### src/pes_pkg.sv
// Package for the periodic event scheduler: codes, widths and shared types.
// No dependencies.
`default_nettype none
package pes_pkg;
    localparam int OBJ_W  = 32;
    localparam int TAG_W  = 33;
    localparam int PER_W  = 16;
    localparam int TIME_W = 32;

    localparam logic [1:0] MODE_REG  = 2'd0;
    localparam logic [1:0] MODE_UPD  = 2'd1;
    localparam logic [1:0] MODE_PROC = 2'd2;
    localparam logic [1:0] MODE_NONE = 2'd3;

    localparam logic [1:0] KIND_STATUS   = 2'd0;
    localparam logic [1:0] KIND_FIRED    = 2'd1;
    localparam logic [1:0] KIND_DEADLINE = 2'd2;

    localparam logic [1:0] ST_OK    = 2'd0;
    localparam logic [1:0] ST_DUP   = 2'd1;
    localparam logic [1:0] ST_FULL  = 2'd2;
    localparam logic [1:0] ST_NOTFD = 2'd3;

    localparam logic [15:0] IDLE_RESET = 16'd1000;

    // controller -> datapath
    typedef struct packed {
        logic load;       // capture input item, start scan at 0
        logic scan_next;  // advance scan index (issues a memory read)
        logic div_start;  // start modulo of late by period
        logic write_new;  // append entry
        logic write_upd;  // rewrite period/due at found index
        logic write_due;  // write realigned due at scan index
        logic fold;       // fold current entry due into deadline
        logic emit;       // load output register
        logic [1:0] out_kind;
        logic [1:0] out_status;
        logic out_last;
    } pes_cmd_t;

    // datapath -> controller
    typedef struct packed {
        logic scan_done;  // scan index reached entry count
        logic match;      // current entry key equals item key
        logic active;     // current entry period nonzero
        logic due_now;    // current entry due not after now
        logic div_busy;
        logic full;
        logic out_busy;   // output register holds an untaken result
    } pes_sts_t;
endpackage
`default_nettype wire

### src/pes_datapath.sv
// Datapath: entry memories, scan index, serial modulo, deadline and output register.
// Depends on pes_pkg.
`default_nettype none
module pes_datapath #(
    parameter int ENTRIES = 32
) (
    input  wire logic             clk,
    input  wire logic             rst_n,
    input  wire pes_pkg::pes_cmd_t cmd,
    input  wire logic             hit,
    output pes_pkg::pes_sts_t     sts,
    input  wire logic [15:0]      max_idle_ms,
    input  wire logic [31:0]      obj_id,
    input  wire logic [15:0]      inst_id,
    input  wire logic [7:0]       event_kind,
    input  wire logic [7:0]       target_id,
    input  wire logic             target_is_queue,
    input  wire logic [15:0]      period_ms,
    input  wire logic signed [31:0] initial_due,
    input  wire logic signed [31:0] time_now,
    input  wire logic             out_stall,
    output logic                  valid,
    output logic [1:0]            kind,
    output logic [1:0]            status,
    output logic [31:0]           fired_obj,
    output logic [15:0]           fired_inst,
    output logic [7:0]            fired_event,
    output logic [7:0]            fired_target,
    output logic                  fired_to_queue,
    output logic signed [31:0]    deadline,
    output logic                  last
);
    localparam int IW = (ENTRIES > 1) ? $clog2(ENTRIES) : 1;
    localparam int CW = $clog2(ENTRIES + 1);

    logic [31:0] mem_obj [ENTRIES];
    logic [32:0] mem_tag [ENTRIES];
    logic [15:0] mem_per [ENTRIES];
    logic [31:0] mem_due [ENTRIES];

    logic [CW-1:0] count_reg;
    logic [CW-1:0] idx_reg;
    logic [IW-1:0] rd_idx_reg;
    logic [31:0] rd_obj_reg;
    logic [32:0] rd_tag_reg;
    logic [15:0] rd_per_reg;
    logic [31:0] rd_due_reg;

    logic [31:0] k_obj_reg;
    logic [32:0] k_tag_reg;
    logic [15:0] k_per_reg;
    logic [31:0] k_due_reg;
    logic [31:0] now_reg;
    logic [31:0] next_reg;
    logic [IW-1:0] hit_idx_reg;

    // serial restoring modulo
    logic [31:0] div_q_reg;
    logic [16:0] div_r_reg;
    logic [5:0]  div_cnt_reg;
    logic        div_busy_reg;
    logic [16:0] div_shift;
    logic [16:0] div_sub;

    logic out_valid_reg;
    logic [1:0] kind_reg, status_reg;
    logic [31:0] fobj_reg;
    logic [32:0] ftag_reg;
    logic [31:0] dl_reg;
    logic last_reg;

    logic [31:0] new_due;
    logic [31:0] cand_due;
    logic [IW-1:0] wr_idx;

    assign new_due = now_reg + {16'd0, rd_per_reg} - {16'd0, div_r_reg[15:0]};
    assign cand_due = cmd.write_due ? new_due : rd_due_reg;
    assign wr_idx = count_reg[IW-1:0];
    assign div_shift = {div_r_reg[15:0], div_q_reg[31]};
    assign div_sub = div_shift - {1'b0, rd_per_reg};

    assign sts.scan_done = (idx_reg >= count_reg);
    assign sts.match = (rd_obj_reg == k_obj_reg) && (rd_tag_reg == k_tag_reg);
    assign sts.active = (rd_per_reg != 16'd0);
    assign sts.due_now = !($signed(now_reg) < $signed(rd_due_reg));
    assign sts.div_busy = div_busy_reg;
    assign sts.full = (count_reg >= CW'(ENTRIES));
    assign sts.out_busy = out_valid_reg && out_stall;

    always_ff @(posedge clk)
    begin
        if (cmd.scan_next)
        begin
            rd_idx_reg <= idx_reg[IW-1:0];
            rd_obj_reg <= mem_obj[idx_reg[IW-1:0]];
            rd_tag_reg <= mem_tag[idx_reg[IW-1:0]];
            rd_per_reg <= mem_per[idx_reg[IW-1:0]];
            rd_due_reg <= mem_due[idx_reg[IW-1:0]];
        end
        if (cmd.write_new)
        begin
            mem_obj[wr_idx] <= k_obj_reg;
            mem_tag[wr_idx] <= k_tag_reg;
            mem_per[wr_idx] <= k_per_reg;
            mem_due[wr_idx] <= k_due_reg;
        end
        else if (cmd.write_upd)
        begin
            mem_per[hit_idx_reg] <= k_per_reg;
            mem_due[hit_idx_reg] <= k_due_reg;
        end
        else if (cmd.write_due)
        begin
            mem_due[rd_idx_reg] <= new_due;
        end
        if (cmd.load)
        begin
            k_obj_reg <= obj_id;
            k_tag_reg <= {inst_id, event_kind, target_id, target_is_queue};
            k_per_reg <= period_ms;
            k_due_reg <= initial_due;
            now_reg   <= time_now;
            next_reg  <= time_now + {16'd0, max_idle_ms};
        end
        else if (cmd.fold)
        begin
            if ($signed(cand_due) < $signed(next_reg))
                next_reg <= cand_due;
        end
        if (hit)
            hit_idx_reg <= rd_idx_reg;
        if (cmd.div_start)
        begin
            div_q_reg <= now_reg - rd_due_reg;
            div_r_reg <= 17'd0;
        end
        else if (div_busy_reg)
        begin
            div_q_reg <= {div_q_reg[30:0], 1'b0};
            div_r_reg <= div_sub[16] ? div_shift : div_sub;
        end
        if (cmd.emit)
        begin
            kind_reg   <= cmd.out_kind;
            status_reg <= cmd.out_status;
            fobj_reg   <= (cmd.out_kind == pes_pkg::KIND_FIRED) ? rd_obj_reg : 32'd0;
            ftag_reg   <= (cmd.out_kind == pes_pkg::KIND_FIRED) ? rd_tag_reg : 33'd0;
            dl_reg     <= (cmd.out_kind == pes_pkg::KIND_DEADLINE) ? next_reg : 32'd0;
            last_reg   <= cmd.out_last;
        end
    end

    always_ff @(posedge clk or negedge rst_n)
    begin
        if (!rst_n)
        begin
            count_reg     <= '0;
            idx_reg       <= '0;
            div_busy_reg  <= 1'b0;
            div_cnt_reg   <= '0;
            out_valid_reg <= 1'b0;
        end
        else
        begin
            if (cmd.write_new)
                count_reg <= count_reg + CW'(1);
            if (cmd.load)
                idx_reg <= '0;
            else if (cmd.scan_next)
                idx_reg <= idx_reg + CW'(1);
            if (cmd.div_start)
            begin
                div_busy_reg <= 1'b1;
                div_cnt_reg  <= 6'd0;
            end
            else if (div_busy_reg)
            begin
                div_cnt_reg <= div_cnt_reg + 6'd1;
                if (div_cnt_reg == 6'd31)
                    div_busy_reg <= 1'b0;
            end
            if (cmd.emit)
                out_valid_reg <= 1'b1;
            else if (!out_stall)
                out_valid_reg <= 1'b0;
        end
    end

    assign valid          = out_valid_reg;
    assign kind           = kind_reg;
    assign status         = status_reg;
    assign fired_obj      = fobj_reg;
    assign fired_inst     = ftag_reg[32:17];
    assign fired_event    = ftag_reg[16:9];
    assign fired_target   = ftag_reg[8:1];
    assign fired_to_queue = ftag_reg[0];
    assign deadline       = dl_reg;
    assign last           = last_reg;
endmodule
`default_nettype wire

### src/pes_ctrl.sv
// Controller state machine sequencing register, update and process items.
// Depends on pes_pkg.
`default_nettype none
module pes_ctrl (
    input  wire logic              clk,
    input  wire logic              rst_n,
    input  wire logic              in_valid,
    input  wire logic [1:0]        mode,
    output logic                   in_stall,
    input  wire pes_pkg::pes_sts_t sts,
    output pes_pkg::pes_cmd_t      cmd,
    output logic                   hit_latch
);
    localparam logic [3:0] S_IDLE  = 4'd0;
    localparam logic [3:0] S_RD    = 4'd1;
    localparam logic [3:0] S_CHK   = 4'd2;
    localparam logic [3:0] S_ANS   = 4'd3;
    localparam logic [3:0] S_PRD   = 4'd4;
    localparam logic [3:0] S_PCHK  = 4'd5;
    localparam logic [3:0] S_DIV   = 4'd6;
    localparam logic [3:0] S_FIRE  = 4'd7;
    localparam logic [3:0] S_DL    = 4'd8;
    localparam logic [3:0] S_WAIT  = 4'd9;

    logic [3:0] state_reg, state_next;
    logic [1:0] mode_reg, mode_next;
    logic [1:0] st_reg, st_next;
    logic found_reg, found_next;

    assign in_stall = (state_reg != S_IDLE);

    always_comb
    begin
        state_next = state_reg;
        mode_next  = mode_reg;
        st_next    = st_reg;
        found_next = found_reg;
        cmd        = '0;
        hit_latch  = 1'b0;
        unique case (state_reg)
            S_IDLE:
            begin
                if (in_valid && (mode != pes_pkg::MODE_NONE))
                begin
                    cmd.load   = 1'b1;
                    mode_next  = mode;
                    found_next = 1'b0;
                    state_next = (mode == pes_pkg::MODE_PROC) ? S_PRD : S_RD;
                end
            end
            S_RD:
            begin
                if (sts.scan_done)
                    state_next = S_ANS;
                else
                begin
                    cmd.scan_next = 1'b1;
                    state_next = S_CHK;
                end
            end
            S_CHK:
            begin
                if (sts.match)
                begin
                    found_next = 1'b1;
                    hit_latch  = 1'b1;
                    state_next = S_ANS;
                end
                else
                    state_next = S_RD;
            end
            S_ANS:
            begin
                if (!sts.out_busy)
                begin
                    if (mode_reg == pes_pkg::MODE_REG)
                    begin
                        if (found_reg)
                            st_next = pes_pkg::ST_DUP;
                        else if (sts.full)
                            st_next = pes_pkg::ST_FULL;
                        else
                        begin
                            st_next = pes_pkg::ST_OK;
                            cmd.write_new = 1'b1;
                        end
                    end
                    else if (found_reg)
                    begin
                        st_next = pes_pkg::ST_OK;
                        cmd.write_upd = 1'b1;
                    end
                    else
                        st_next = pes_pkg::ST_NOTFD;
                    cmd.emit       = 1'b1;
                    cmd.out_kind   = pes_pkg::KIND_STATUS;
                    cmd.out_status = st_next;
                    cmd.out_last   = 1'b1;
                    state_next     = S_WAIT;
                end
            end
            S_PRD:
            begin
                if (sts.scan_done)
                    state_next = S_DL;
                else
                begin
                    cmd.scan_next = 1'b1;
                    state_next = S_PCHK;
                end
            end
            S_PCHK:
            begin
                if (!sts.active)
                    state_next = S_PRD;
                else if (sts.due_now)
                begin
                    cmd.div_start = 1'b1;
                    state_next = S_DIV;
                end
                else
                begin
                    cmd.fold = 1'b1;
                    state_next = S_PRD;
                end
            end
            S_DIV:
            begin
                if (!sts.div_busy)
                    state_next = S_FIRE;
            end
            S_FIRE:
            begin
                if (!sts.out_busy)
                begin
                    cmd.write_due = 1'b1;
                    cmd.fold      = 1'b1;
                    cmd.emit      = 1'b1;
                    cmd.out_kind  = pes_pkg::KIND_FIRED;
                    state_next    = S_PRD;
                end
            end
            S_DL:
            begin
                if (!sts.out_busy)
                begin
                    cmd.emit     = 1'b1;
                    cmd.out_kind = pes_pkg::KIND_DEADLINE;
                    cmd.out_last = 1'b1;
                    state_next   = S_WAIT;
                end
            end
            S_WAIT:
            begin
                state_next = S_IDLE;
            end
            default:
            begin
                state_next = S_IDLE;
            end
        endcase
    end

    always_ff @(posedge clk or negedge rst_n)
    begin
        if (!rst_n)
        begin
            state_reg <= S_IDLE;
            mode_reg  <= pes_pkg::MODE_REG;
            st_reg    <= pes_pkg::ST_OK;
            found_reg <= 1'b0;
        end
        else
        begin
            state_reg <= state_next;
            mode_reg  <= mode_next;
            st_reg    <= st_next;
            found_reg <= found_next;
        end
    end
endmodule
`default_nettype wire

### src/periodic_event_scheduler_unit.sv
// Top level of the periodic event scheduler: APB register, controller, datapath.
// Depends on pes_pkg, pes_ctrl, pes_datapath.
//
//  channel   direction  handshake          payload
//  in        sink       in_valid/in_stall  mode .. time_now
//  out       source     valid/stall        kind .. last
//  apb       slave      psel/penable       max_idle_ms at 0x0
//
// Register and update items scan the stored entries until a match or the end.
// Process items scan every stored entry; each fired entry waits for the
// one-bit-a-cycle modulo unit, and the deadline result follows the scan.
// Reset empties the table and sets max_idle_ms to 1000.
// A stalled result holds the sequencer until it is taken.
`default_nettype none
module periodic_event_scheduler_unit #(
    parameter int TABLE_ENTRIES = 32
) (
    input  wire logic             clk,
    input  wire logic             rst_n,
    input  wire logic             psel,
    input  wire logic             penable,
    input  wire logic             pwrite,
    input  wire logic [1:0]       paddr,
    input  wire logic [31:0]      pwdata,
    output logic [31:0]           prdata,
    output logic                  pready,
    input  wire logic             in_valid,
    output logic                  in_stall,
    input  wire logic [1:0]       mode,
    input  wire logic [31:0]      obj_id,
    input  wire logic [15:0]      inst_id,
    input  wire logic [7:0]       event_kind,
    input  wire logic [7:0]       target_id,
    input  wire logic             target_is_queue,
    input  wire logic [15:0]      period_ms,
    input  wire logic signed [31:0] initial_due,
    input  wire logic signed [31:0] time_now,
    output logic                  valid,
    input  wire logic             stall,
    output logic [1:0]            kind,
    output logic [1:0]            status,
    output logic [31:0]           fired_obj,
    output logic [15:0]           fired_inst,
    output logic [7:0]            fired_event,
    output logic [7:0]            fired_target,
    output logic                  fired_to_queue,
    output logic signed [31:0]    deadline,
    output logic                  last
);
    logic [15:0] idle_reg;
    pes_pkg::pes_cmd_t cmd, cmd_c;
    pes_pkg::pes_sts_t sts;
    logic hit_latch;

    assign pready = 1'b1;
    assign prdata = (paddr == 2'd0) ? {16'd0, idle_reg} : 32'd0;

    always_ff @(posedge clk or negedge rst_n)
    begin
        if (!rst_n)
            idle_reg <= pes_pkg::IDLE_RESET;
        else if (psel && penable && pwrite && (paddr == 2'd0))
            idle_reg <= pwdata[15:0];
    end

    pes_ctrl u_ctrl (
        .clk(clk), .rst_n(rst_n), .in_valid(in_valid), .mode(mode),
        .in_stall(in_stall), .sts(sts), .cmd(cmd_c), .hit_latch(hit_latch)
    );

    assign cmd = cmd_c;

    pes_datapath #(.ENTRIES(TABLE_ENTRIES)) u_dp (
        .clk(clk), .rst_n(rst_n), .cmd(cmd), .hit(hit_latch), .sts(sts),
        .max_idle_ms(idle_reg), .obj_id(obj_id), .inst_id(inst_id),
        .event_kind(event_kind), .target_id(target_id),
        .target_is_queue(target_is_queue), .period_ms(period_ms),
        .initial_due(initial_due), .time_now(time_now), .out_stall(stall),
        .valid(valid), .kind(kind), .status(status), .fired_obj(fired_obj),
        .fired_inst(fired_inst), .fired_event(fired_event),
        .fired_target(fired_target), .fired_to_queue(fired_to_queue),
        .deadline(deadline), .last(last)
    );
endmodule
`default_nettype wire

### config.mk
export PLATFORM = sky130hd
export DESIGN_NAME = periodic_event_scheduler_unit
export DESIGN_NICKNAME = d
export VERILOG_FILES = /design/src/pes_pkg.sv /design/src/pes_datapath.sv /design/src/pes_ctrl.sv /design/src/periodic_event_scheduler_unit.sv
export SDC_FILE = /design/constraint.sdc
export NUM_CORES = 2
export LEC_CHECK = 0
export CELL_PAD_IN_SITES_DETAIL_PLACEMENT = 1
export CELL_PAD_IN_SITES_GLOBAL_PLACEMENT = 2
export CORE_ASPECT_RATIO = 1.4
export CORE_UTILIZATION = 50
export DETAILED_ROUTE_END_ITERATION = 8
export DONT_BUFFER_PORTS = 1
export GPL_TIMING_DRIVEN = 0
export PLACE_DENSITY_LB_ADDON = 0.1
export SETUP_SLACK_MARGIN = 0.1
export SYNTH_ARGS = -nofsm -noshare
export SYNTH_HDL_FRONTEND = slang
export SYNTH_HIERARCHICAL = 1
export SYNTH_SLANG_ARGS = --single-unit
### constraint.sdc
create_clock -name clk -period 36.9 [get_ports clk]
set_input_delay 3.69 -clock clk [delete_from_list [all_inputs] [get_ports clk]]
set_output_delay 3.69 -clock clk [all_outputs]
set_load 0.01 [all_outputs]
==> flow_summary.ini <==
[outcome]
status = finished with violations
violations = capacitance limit, slew limit

[sta]
fin_crit_sh = 0.2360
final-hold-violation-count = 0
min_period_ps = 8708
slew_viol_final = 11
rsz0062_at_grt = false
fmax_mhz = 114.8
slew_headroom = -0.03790
setup_tns_ps = 0
finalClockSkew_ps = 80.15
setup_viol = 0
tightest_slew_ps = 1557

[cells_and_area]
drive_above_1_share = 0.2838
regMostFlops = u_dp/mem_tag
final_util = 0.5766
most-common-layout-cells = edfxtp_1, mux4_2, clkbuf_16
top_regs = u_dp/mem_tag x1056, u_dp/mem_due x1024, u_dp/mem_obj x1024
ff_latch_area_mm2 = 0.1230
fill_cells = 26840
mostFrequentLayoutCell = edfxtp_1
largest_reg_flops = 1056
multiInputGateArea_mm2 = 0.03865
synthToLayoutAreaGrowth_pct = 14.42
stdcell_area_mm2 = 0.1867
final_cell_count_no_fill = 12670
nets = 8447

[synthesis]
ys_warn_count = 6
syn_inst = 7435
synth_seq_area_share = 0.7538
synth_area_mm2 = 0.1632
avgSynthCellArea_um2 = 21.95
ys_seq_elements = 4109
synth_cell_types = 105
synthArstFlopShare = 0.01046
synth_ff_type = edfxtp_1
synth_edf_count = 4050

[route]
drc = 0
ant_nets = 0
wl_per_cell_um = 38.93
drt_iter0_markers = 8804
finalWirelength_um = 493300
vias = 81690
post_drt_via_cell_ratio = 6.447
firstDrtPassIters = 5

[power]
clkPwrFrac = 0.285
p_leak_nw = 58.84
cellInternalPower_mw = 9.762
combPwrFrac = 0.306
powerDensity_mw_per_mm2 = 77.43
vdd_drop_max_mv = 0.06762
swShare = 0.3249
switchingPower_mw = 4.698
seq_power_share = 0.409

[placement]
gp_congestion = 0.8742
hpwl_um = 348100
portBuffers = 0
placed_area_mm2 = 0.1736
dpl.cell_count = 11930

[setup_path]
crit_required_ps = 37530
end_kind = flop
crit_type = primary input to flop
max_stage_delay_ps = 840
critPathTopFamily = buffers and inverters
start_kind = primary input
cp_cell_sequence = and2_1 -> nand2b_2 -> nor2_1 -> buf_2 -> buf_1 -> clkbuf_1 -> mux2_2 -> ha_1 -> nand4_1 -> o21ai_0 -> nor3_1 -> a221o_1 -> a41o_2 -> buf_12
critical_path_buf_inv_count = 4
arrival_ps = 9340
cp_max_fo = 20
slowest_stage = clkbuf_1

[clock_tree]
clkSinkCount = 4109
post_cts_buffers = 0
cts-buffers-inserted = 398
ctsResizeCount = 0
clk_path_buf_depth = 4
tritoncts = done
htree_levels = 5
cts-root-buf = clkbuf_16
path_clk_slew_ps = 70
hold_buffers = 0
clk_latency_ps = 940

[global_route]
grt_start_max_net_pins = 61
antenna_found_initial = 63
grt_pass1_vias = 84730
grt.overflow.total = 0
grt_pass1_wl_um = 679400
track_usage = 0.3008

[die]
die_y_um = 678.0
start_util = 0.5039
dieWidth_um = 484.9
core_area_mm2 = 0.3239
io_pins = 325
num_rows = 247
die_area_mm2 = 0.3287

[run]
max_cap_violations = 1

[worst_hold_path]
hold_path.class = flop to flop
-- cells by family (layout without fill, tap and decap cells) --
logic type      count (synthesis)  count (layout)  synth area share
flops                        4109            4109            0.7538
mux                          1345            1345            0.1710
simple gates                  693             693           0.02111
buf+inv                       534            1490           0.01346
compound gates                434             434           0.01907
fa+ha+maj                     159             159           0.01306
xor+xnor                      159             159          0.008532
other cells                     2              50        0.00004601
-- synth_stat cells (12+ instances only) --
| master | number | share of area |
|---|---|---|
| edfxtp_1 | 4050 | 0.75 |
| mux4_2 | 1130 | 0.16 |
| nor3_1 | 26 | 0.00080 |
| xnor2_1 | 91 | 0.0049 |
| a21o_1 | 63 | 0.0029 |
| buf_1 | 110 | 0.0025 |
| o21ai_0 | 71 | 0.0022 |
| xor2_1 | 68 | 0.0036 |
| a211oi_1 | 29 | 0.0013 |
| ha_1 | 140 | 0.011 |
| nand2_1 | 141 | 0.0032 |
| and2_1 | 118 | 0.0045 |
| inv_1 | 178 | 0.0041 |
| fa_1 | 19 | 0.0023 |
| mux2_2 | 183 | 0.013 |
| o211ai_1 | 16 | 0.00074 |
| dfxtp_1 | 16 | 0.0020 |
| nor2b_1 | 29 | 0.0011 |
| nand3_1 | 51 | 0.0016 |
| a21oi_1 | 90 | 0.0028 |
| clkbuf_1 | 179 | 0.0041 |
| o31ai_1 | 14 | 0.00064 |
| nand2b_1 | 23 | 0.00088 |
| buf_4 | 26 | 0.0012 |
| nor4_1 | 16 | 0.00061 |
| dfrtp_1 | 37 | 0.0057 |
| o21a_1 | 19 | 0.00087 |
| o21ai_1 | 12 | 0.00037 |
| nor2_1 | 206 | 0.0047 |
| mux2_4 | 13 | 0.0012 |
| nand4_1 | 30 | 0.0011 |
| buf_2 | 33 | 0.0010 |
| mux2i_1 | 13 | 0.00080 |
-- stage by stage --
step                      setup slack [ps]  hold WS (ps)  total power [mW]
after global placement               577.0         439.3             10.24
after CTS                            28240         484.6             14.53
final                                28190         488.4             14.46
after detailed placement             27320         464.1             10.41
after floorplan                      20790         426.7             8.609
after global routing                 28090         498.8             14.91
-- routing by layer --
metal | GRT usage | share of wire | up-vias
li1 | - | - | 32340
met1 | 0.3934 | 0.38 | 44910
met2 | 0.5123 | 0.51 | 3702
met3 | 0.05428 | 0.077 | 721
met4 | 0.09539 | 0.034 | 24
met5 | 0 | 0.00031 | -
-- final timing paths --
path / end / slack, ps / from / cells after the start
hold / removal: u_dp/hit_idx_reg[3]$_DFFE_PP_ / 490 / u_dp/rd_idx_reg[3]$_DFFE_PP_ / 0
max in group asynchronous: idle_reg[3]$_DFFE_PN1P_ / 34180 / rst_n / 0
hold reg to reg: u_dp/hit_idx_reg[3]$_DFFE_PP_ / 490 / u_dp/rd_idx_reg[3]$_DFFE_PP_ / 0
setup reg to reg: u_dp/next_reg[4]$_DFFE_PP_ / 30070 / u_dp/rd_per_reg[12]$_DFFE_PP_ / 19
setup / recovery: u_dp/next_reg[4]$_DFFE_PP_ / 28190 / stall / 14
min in group asynchronous: u_ctrl/found_reg$_DFFE_PN0P_ / 2460 / rst_n / 0
-- final cells by class --
| class | count | share of cell area |
|---|---|---|
| timing repair buffer | 250 | 0.02413 |
| antenna | 33 | 0.0004422 |
| multi-input combinational | 2807 | 0.2070 |
| inverter | 180 | 0.003658 |
| tap | 4233 | 0.02836 |
| clock buffer | 488 | 0.05599 |
| clock inverter | 218 | 0.01331 |
| sequential | 4109 | 0.6588 |
| buffer | 354 | 0.008328 |
-- power by group through the flow --
stage	clock network, mW	logic, mW	registers (mW)
finish	4.13	4.42	5.91
global route	4.33	4.65	5.93
CTS	4.19	4.43	5.91
detailed placement	0	4.41	6.00
global placement	0	4.14	6.10
floorplan	0	2.71	5.90
(Power assumes the default switching activity.)
